`src/sv/clb_pkg.sv`:
```
// Package for the C comment and literal blanker.
// Holds character codes, scan mode and result types, and the byte scan function.
// Used by clb_out_buf and the top level; depends on nothing.
`default_nettype none

package clb_pkg;

  localparam logic [7:0] CharStar   = 8'h2A;
  localparam logic [7:0] CharSlash  = 8'h2F;
  localparam logic [7:0] CharSpace  = 8'h20;
  localparam logic [7:0] CharDquote = 8'h22;
  localparam logic [7:0] CharSquote = 8'h27;
  localparam logic [7:0] CharBslash = 8'h5C;
  localparam logic [7:0] CharNone   = 8'h00;

  // Scanning modes carried from byte to byte
  typedef struct packed {
    logic in_block;
    logic in_str;
    logic in_chr;
    logic esc;
    logic in_line;
  } modes_t;

  // Outcome of examining one byte
  typedef struct packed {
    logic [7:0] ch;
    logic       took;
    modes_t     m;
  } scan_t;

  // One result item
  typedef struct packed {
    logic [7:0] ch;
    logic       line_end;
    logic       run_last;
    logic       block_open;
  } result_t;

  // Results produced by one accepted request, packed from slot a
  typedef struct packed {
    logic [1:0] n;
    result_t    a;
    result_t    b;
  } push_t;

  // Examine byte b with lookahead la; has_la low means end of line
  function automatic scan_t scan_byte(modes_t m, logic [7:0] b, logic [7:0] la,
                                      logic has_la);
    scan_t s;
    s.ch   = CharSpace;
    s.took = 1'b0;
    s.m    = m;
    if (m.in_line) begin
      s.ch = CharSpace;
    end else if (m.in_block) begin
      if (b == CharStar && has_la && la == CharSlash) begin
        s.m.in_block = 1'b0;
        s.took       = 1'b1;
      end
    end else if (m.in_str || m.in_chr) begin
      if (m.esc) begin
        s.m.esc = 1'b0;
      end else if (b == CharBslash) begin
        s.m.esc = 1'b1;
      end else if ((m.in_str && b == CharDquote) || (!m.in_str && b == CharSquote)) begin
        s.m.in_str = 1'b0;
        s.m.in_chr = 1'b0;
      end
    end else if (b == CharSlash && has_la && la == CharStar) begin
      s.m.in_block = 1'b1;
      s.took       = 1'b1;
    end else if (b == CharSlash && has_la && la == CharSlash) begin
      s.m.in_line = 1'b1;
      s.took      = 1'b1;
    end else if (b == CharDquote) begin
      s.m.in_str = 1'b1;
    end else if (b == CharSquote) begin
      s.m.in_chr = 1'b1;
    end else begin
      s.ch = b;
    end
    return s;
  endfunction

endpackage

`default_nettype wire

```
`src/sv/clb_out_buf.sv`:
```
// Three-entry result queue of the C comment and literal blanker.
// Takes up to two results per request and releases one per cycle unless the output stalls; uses clb_pkg.
`default_nettype none

module clb_out_buf (
  input  wire                 clk_i,
  input  wire                 rst_ni,
  input  wire clb_pkg::push_t push_i,
  output logic                full_o,
  output logic                out_valid_o,
  input  wire                 out_stall_i,
  output clb_pkg::result_t    out_res_o
);

  logic [1:0]       count_q, count_d;
  clb_pkg::result_t ent_q [3];
  clb_pkg::result_t ent_d [3];
  clb_pkg::result_t shifted [3];
  logic             pop;
  logic [1:0]       base;

  assign out_valid_o = (count_q != 2'd0);
  assign out_res_o   = ent_q[0];
  assign pop         = out_valid_o && !out_stall_i;
  // Stop requests while a pair could not fit
  assign full_o      = (count_q > 2'd1);

  // Drop the head on a pop, then append the new results behind the rest
  always_comb begin
    shifted[0] = pop ? ent_q[1] : ent_q[0];
    shifted[1] = pop ? ent_q[2] : ent_q[1];
    shifted[2] = ent_q[2];
    base       = count_q - {1'b0, pop};
    for (int i = 0; i < 3; i++) begin
      if (push_i.n != 2'd0 && 2'(i) == base) begin
        ent_d[i] = push_i.a;
      end else if (push_i.n == 2'd2 && 2'(i) == base + 2'd1) begin
        ent_d[i] = push_i.b;
      end else begin
        ent_d[i] = shifted[i];
      end
    end
    count_d = base + push_i.n;
  end

  always_ff @(posedge clk_i or negedge rst_ni) begin
    if (!rst_ni) begin
      count_q <= 2'd0;
    end else begin
      count_q <= count_d;
    end
  end

  // Hold entries; payload needs no reset
  always_ff @(posedge clk_i) begin
    for (int i = 0; i < 3; i++) begin
      ent_q[i] <= ent_d[i];
    end
  end

endmodule

`default_nettype wire

```
`src/sv/c_comment_literal_blanker_unit.sv`:
```
// Top level of the C comment and literal blanker.
// Holds the lookahead byte and scan modes; depends on clb_pkg and clb_out_buf.
//
// The block takes C source one byte per request and returns it with every byte of a
// comment, string or character literal turned into a space. Each byte leaves one
// request later, once the next byte is known as its lookahead; the last byte of a
// line leaves at once, together with the byte held before it. A new request is taken
// every cycle while the result queue is not full; a line end that releases two results
// puts both into a three-entry result queue, which stops requests while it drains.
// Output stall backs up into that queue and then into the input.
`default_nettype none

module c_comment_literal_blanker_unit (
  input  wire        clk_i,
  input  wire        rst_ni,
  input  wire        in_valid_i,
  output logic       in_stall_o,
  input  wire  [7:0] char_in_i,
  input  wire        line_last_i,
  output logic       out_valid_o,
  input  wire        out_stall_i,
  output logic [7:0] char_out_o,
  output logic       line_end_o,
  output logic       run_last_o,
  output logic       block_open_o
);

  logic [7:0]       held_byte_q, held_byte_d;
  logic             held_valid_q, held_valid_d;
  logic             held_took_q, held_took_d;
  clb_pkg::modes_t  modes_q, modes_d;
  clb_pkg::scan_t   s0, s1;
  clb_pkg::modes_t  m0, m1;
  logic [7:0]       r0_ch, r1_ch;
  logic             took0;
  logic             accept;
  logic             full;
  clb_pkg::push_t   push;
  clb_pkg::result_t res0, res1, out_res;

  assign in_stall_o = full;
  assign accept     = in_valid_i && !full;

  // Scan the held byte against the new byte, then the new byte at line end
  always_comb begin
    s0 = clb_pkg::scan_byte(modes_q, held_byte_q, char_in_i, 1'b1);
    if (!held_valid_q || held_took_q) begin
      r0_ch = clb_pkg::CharSpace;
      took0 = 1'b0;
      m0    = modes_q;
    end else begin
      r0_ch = s0.ch;
      took0 = s0.took;
      m0    = s0.m;
    end
    s1    = clb_pkg::scan_byte(m0, char_in_i, clb_pkg::CharNone, 1'b0);
    r1_ch = took0 ? clb_pkg::CharSpace : s1.ch;
    m1    = took0 ? m0 : s1.m;
  end

  // Build the results of this request
  always_comb begin
    res0.ch         = r0_ch;
    res0.line_end   = 1'b0;
    res0.run_last   = !line_last_i;
    res0.block_open = m0.in_block;
    res1.ch         = r1_ch;
    res1.line_end   = 1'b1;
    res1.run_last   = 1'b1;
    res1.block_open = m1.in_block;
    push.a = res0;
    push.b = res1;
    push.n = 2'd0;
    if (accept) begin
      if (held_valid_q && line_last_i) begin
        push.n = 2'd2;
      end else if (held_valid_q) begin
        push.n = 2'd1;
      end else if (line_last_i) begin
        push.a = res1;
        push.n = 2'd1;
      end
    end
  end

  // Advance the lookahead and modes; clear line modes at line end
  always_comb begin
    held_byte_d  = held_byte_q;
    held_valid_d = held_valid_q;
    held_took_d  = held_took_q;
    modes_d      = modes_q;
    if (accept) begin
      if (line_last_i) begin
        held_byte_d      = clb_pkg::CharNone;
        held_valid_d     = 1'b0;
        held_took_d      = 1'b0;
        modes_d          = '0;
        modes_d.in_block = m1.in_block;
      end else begin
        held_byte_d  = char_in_i;
        held_valid_d = 1'b1;
        held_took_d  = took0;
        modes_d      = m0;
      end
    end
  end

  always_ff @(posedge clk_i or negedge rst_ni) begin
    if (!rst_ni) begin
      held_byte_q  <= 8'h00;
      held_valid_q <= 1'b0;
      held_took_q  <= 1'b0;
      modes_q      <= '0;
    end else begin
      held_byte_q  <= held_byte_d;
      held_valid_q <= held_valid_d;
      held_took_q  <= held_took_d;
      modes_q      <= modes_d;
    end
  end

  clb_out_buf u_out_buf (
    .clk_i       (clk_i),
    .rst_ni      (rst_ni),
    .push_i      (push),
    .full_o      (full),
    .out_valid_o (out_valid_o),
    .out_stall_i (out_stall_i),
    .out_res_o   (out_res)
  );

  assign char_out_o   = out_res.ch;
  assign line_end_o   = out_res.line_end;
  assign run_last_o   = out_res.run_last;
  assign block_open_o = out_res.block_open;

endmodule

`default_nettype wire

```
`config.mk`:
```
export PLATFORM = sky130hd
export DESIGN_NAME = c_comment_literal_blanker_unit
export DESIGN_NICKNAME = d
export VERILOG_FILES = /design/src/sv/clb_pkg.sv /design/src/sv/clb_out_buf.sv /design/src/sv/c_comment_literal_blanker_unit.sv
export SDC_FILE = /design/constraint.sdc
export NUM_CORES = 1
export LEC_CHECK = 0
export BUFFER_PORTS_ARGS = -buffer_cell sky130_fd_sc_hd__buf_2
export CORE_ASPECT_RATIO = 1.25
export CORE_MARGIN = 2
export CORE_UTILIZATION = 40
export DETAILED_ROUTE_END_ITERATION = 8
export MAX_ROUTING_LAYER = met4
export PLACE_DENSITY = 0.65
export SYNTH_ARGS = -nofsm -noshare
export SYNTH_HDL_FRONTEND = slang
export SYNTH_SLANG_ARGS = --single-unit
export TNS_END_PERCENT = 5
```
`constraint.sdc`:
```
create_clock -name clk_i -period 5.15 [get_ports clk_i]
set_clock_uncertainty 0.1 [all_clocks]
set_input_delay 0 -clock clk_i [delete_from_list [all_inputs] [get_ports clk_i]]
set_output_delay 0 -clock clk_i [all_outputs]
set_load 0.01 [all_outputs]
```
Word level (Yosys, flattened, before mapping)
Memory sizes are Yosys's and may differ from the RTL's.
Index checks and enable logic that the tools add are counted.
W data, S select, Z words.
- input port bits: 13
- output and inout port bits: 13
- bits in writable memories: 33
- memories kept: 1
- register bits after elaboration: 17
- memory list (name ; words ; width ; read ports ; clocked after Yosys merged registers in ; wr ports ; RTL line ; text):
    u_out_buf.ent_q ; 3 ; 11 ; 3 ; 0 ; 3 ; clb_out_buf.sv:16 ; clb_pkg::result_t ent_q [3];
- mux-type cells: 55
- eq/ne operators: 14
- order comparisons: 1
- reductions and logical operators: 27
- add/subtract/negate cells: 3
- operator list (cell ; count):
    $mux W8 ; 14
    $mux W11 ; 10
    $eq A8 B6 Y1 const B ; 8
    $mux W2 ; 9
    $mux W1 ; 15
    $logic_and A1 B1 Y1 ; 14
    $mux W13 ; 1
    $mux W12 ; 1
    $mux W10 ; 1
    $eq A8 B7 Y1 const B ; 1
    $mux W4 ; 2
    $mux W6 ; 1
    $logic_not A1 Y1 ; 5
    $mux W5 ; 1
    $eq A1 B2 Y1 const A ; 2
    $eq A2 B2 Y1 const A ; 2
    $logic_not A2 Y1 ; 2
    $logic_or A1 B1 Y1 ; 4
    $reduce_bool A2 Y1 ; 2
    $add A2 B1 Y2 const B ; 1
    $add A2 B2 Y2 ; 1
    $eq A2 B2 Y1 const B ; 1
    $gt A2 B1 Y1 const B ; 1
    $sub A2 B1 Y2 ; 1

Longest topological paths before layout
- depth in word-level cells: 23
- gate-level depth with buffers: 10
- mapped depth without buffers: 9

Modules after synthesis
Synthesis repeated with hierarchy kept, for this count alone.
- cells, all modules: 356
- area total of the unflattened synthesis: 3339.5 um^2
- by module, submodules not included (module ; area an instance (um^2) ; times used ; cells an instance):
    clb_out_buf ; 2014.4 ; 1 ; 194
    c_comment_literal_blanker_unit ; 1325.0 ; 1 ; 162

Worst setup path before layout
Ideal clock, no wire load.
- path type: register to register
- start: register u_out_buf.count_q[1] (netlist name)
- end: memory u_out_buf.ent_q[0][0] (netlist name), enable pin
- path buffers: 0
- path slack: 2.427 ns
- stages on the path, launching flop included: 8
- data required time: 4.705 ns
- period minus slack after synthesis: 2.723 ns
- setup time: 0.345 ns
- data arrival time: 2.278 ns
- cells stage by stage: dfrtp_1 or2_2 nand2b_1 inv_1 ha_1 nor3b_1 nor2_1 nand2_1
- RTL lines (element ; RTL line):
    end, declared ; clb_out_buf.sv:16

==> summary.md <==
| Metric | Value |
|---|---|
| Status | `complete, no violations` |
| Combinational share of power | `37.5%` |
| Count leader, synth | `nand2_1` |
| Synth Flop Type | `edfxtp_1` |
| Share of layout cells above drive strength 1 | `17.0%` |
| DRC | `0` |
| Async SR Flop Fraction | `34.0%` |
| CORE AREA | `6980 um^2` |
| Setup crit start | `u_out_buf.count_q[1]$_DFF_PN0_` |
| Total Power | `1.48 mW` |
| Final Hold Viols | `0` |
| Vias in the first global route | `2263` |
| Setup crit end kind | `register` |
| Initial antenna violation count | `0` |
| N_diodes | `0` |
| Clock Sinks | `50` |
| Syn Area/Cell | `9.83 um^2` |
| P_leak | `1.26 nW` |
| Largest net degree at the start of global routing | `21` |
| #FFs+latches synth | `50` |
| Starting density of the core | `41.6%` |
| First-pass iteration count of the detailed router | `4` |
| Chip Width | `80.2 um` |
| HP Class | `in -> reg` |
| Least-Margin Pin Slew | `1000 ps` |
| Tcrit/Tclk final | `60.2%` |
| PortBufs | `25` |
| Fin Setup TNS | `0 ps` |
| Place WS | `2040 ps` |
| Worst Path Required | `5010 ps` |
| Synth warn | `0` |
| GRT overflow | `0` |
| Largest area contributor in the netlist | `edfxtp_1` |
| First-pass GRT wire length | `10900 um` |
| Setup Fix Bufs, Post-CTS | `0` |
| Iteration-0 DRC Markers | `92` |
| Worst setup SP type | `register` |
| Achievable frequency | `0.322 GHz` |
| CTS-repair resized insts | `0` |
| Routability cong. | `0.854` |
| Clock latency on the worst-skew pair | `300 ps` |
| Worst R2R End | `u_out_buf.ent_q[0][4]$_DFFE_PP_` |
| CP max FO | `11` |
| Avg Vias per Cell | `5.58` |
| CP Capture Point | `u_out_buf.ent_q[0][4]$_DFFE_PP_` |
| FF-to-FF path depth | `7` |
| DRT antenna net count | `0` |
| Register area share after synthesis | `48.8%` |
| Die ar. | `7950 um^2` |
| List of most frequent post-synthesis cells | `44 x nand2_1, 33 x edfxtp_1, 24 x nor2_1, 24 x o21ai_0, 17 x dfrtp_1` |
| Synthesis-to-finish area growth | `10.6%` |
| CP peak stage delay | `650 ps` |
| CP cell instances | `or2_2 > nand2b_1 > inv_1 > ha_1 > nor3b_1 > nor2_1 > nand2_1` |
| Vias | `2273` |
| Clk buf depth | `2` |
| Row count | `34` |
| Power per cell area | `460 nW/um^2` |
| CTS Hold Bufs | `10` |
| Top cells by area, synth | `edfxtp_1 34%, dfrtp_1 15%, nand2_1 5.7%, o21ai_0 4.1%, nor2_1 3.1%` |
| Final WL | `6500 um` |
| Switching power | `565 uW` |
| Slew HR | `33.3%` |
| Clock transition at path regs | `90 ps` |
| Top cell type's share of synthesized area | `34.2%` |
| Reg power frac | `47.3%` |
| Stages on worst setup path | `7` |
| Post-Syn Nets | `313` |
| Clock tree from TritonCTS | `built` |
| DR WL/cell | `16.0 um` |
| Share of total power in the clock network | `15.2%` |
| Net switching share of the total power | `38.3%` |
| Hold WS | `10.7 ps` |
| Minimum clock period | `3100 ps` |
| I/O pins | `26` |
| Final core utilization | `46.0%` |
| R2r setup slk | `2050 ps` |
| Post-synth EDFFs | `33` |
| Total Nets Final | `334` |
| Max-Cap Viols | `0` |
| Arrival time worst endpoint | `2970 ps` |
| Final worst slack | `2050 ps` |
| Slowest-stage cell, CP | `nor3b_1` |
| Unrepaired setup endpoints after global routing | `false` |
| Setup CP Type | `reg -> reg` |
| Final setup violation count | `0` |
| Mapped Area | `2900 um^2` |
| Die Height | `99.2 um` |
| RR Startpoint | `u_out_buf.count_q[1]$_DFF_PN0_` |
| CP Buf/Inv Count | `1` |
| H-tree depth | `2` |
| Post-DP HPWL | `4900 um` |
| Slew Limit Fails | `0` |
| P_int | `911 uW` |
| Max VDD drop | `0.000151 V` |
| Synth unique cells | `55` |
| Cells after Synth | `295` |
| Family with the most delay on the worst path | `simple AND/OR/NAND/NOR gates` |
| Root Driver | `clkbuf_8` |
| CTS buffer count | `5` |
| GRT Overall Usage | `18.0%` |
power groups by stage:
stage / Sequential, mW / Combinational (mW) / Clock, mW
6_report: 0.698 / 0.553 / 0.224
4_1_cts: 0.697 / 0.556 / 0.232
3_3_place_gp: 0.701 / 0.538 / 0
3_5_place_dp: 0.706 / 0.548 / 0
2_1_floorplan: 0.667 / 0.460 / 0
5_1_grt: 0.717 / 0.626 / 0.246
sequential cells by signal, indices dropped and copies added (netlist names):
signal	count
held_valid_q	1
modes_q	5
u_out_buf.count_q	2
held_byte_q	8
held_took_q	1
u_out_buf.ent_q	33
how the worst min path moves through the flow:
stage,slack [ps],to,cells past startpoint,from
after CTS,0.8,held_valid_q$_DFFE_PN0P_,2,line_last_i
after global routing,50,held_valid_q$_DFFE_PN0P_,2,line_last_i
after detailed placement,-150,held_took_q$_DFFE_PN0P_,1,rst_ni
after global placement,-150,modes_q[4]$_DFFE_PN0P_,1,rst_ni
final,10,held_valid_q$_DFFE_PN0P_,2,line_last_i
after floorplan,-400,held_byte_q[0]$_DFFE_PN0P_,0,rst_ni
per-layer routing:
metal	vias up	global-route usage, %	routed length, um
met3	10	2.81	221
met1	1087	21.0	2740
met5	-	-	0
met4	0	6.52	114
li1	1121	-	-
met2	55	31.1	3420
layout make-up:
class	count	area, um^2
Fill cell	699	3770
Sequential cell	50	1420
Multi-Input combinational cell	213	1320
Timing Repair Buffer	36	233
Tap cell	90	113
Clock buffer	5	68.8
Inverter	10	37.5
Clock inverter	3	16.3
layout by cell type, fill, tap and decap left out, types with 3 or more instances in the layout:
cell type and instances:
a21oi_1 10, a22o_1 4, a22oi_1 8, buf_2 25
clkbuf_8 5, dfrtp_1 17, dlygate4sd3_1 10, edfxtp_1 33
ha_1 5, inv_1 10, mux2_2 3, nand2_1 44
nand2b_1 4, nand3_1 5, nand3b_1 10, nand4_1 3
nor2_1 24, nor3_1 5, nor4_1 5, nor4b_1 3
o21ai_0 24, o21ai_1 5, o221ai_1 3, o221ai_2 3
o22ai_1 4, or2_2 5, or3_1 3
metrics by stage:
stage / cell area, um^2 / cells
after floorplan: 2900 / 295
after global placement: 3020 / 389
after detailed placement: 3020 / 389
after CTS: 3210 / 407
after global routing: 3210 / 407
final: 3210 / 407
kinds of logic (layout without fill, tap and decap cells):
logic type,after synthesis,count (layout),share of synthesized area (%)
adders and majority gates,5,5,2.16
DFF,50,50,48.8
xor gates and xnor gates,3,3,0.906
and+or+nand+nor,127,127,23.4
buffers and inverters,32,54,5.56
muxes,3,3,1.16
AOI/OAI and AO/OA,75,75,18.0
Note: power is estimated with default switching activity, not from simulation.
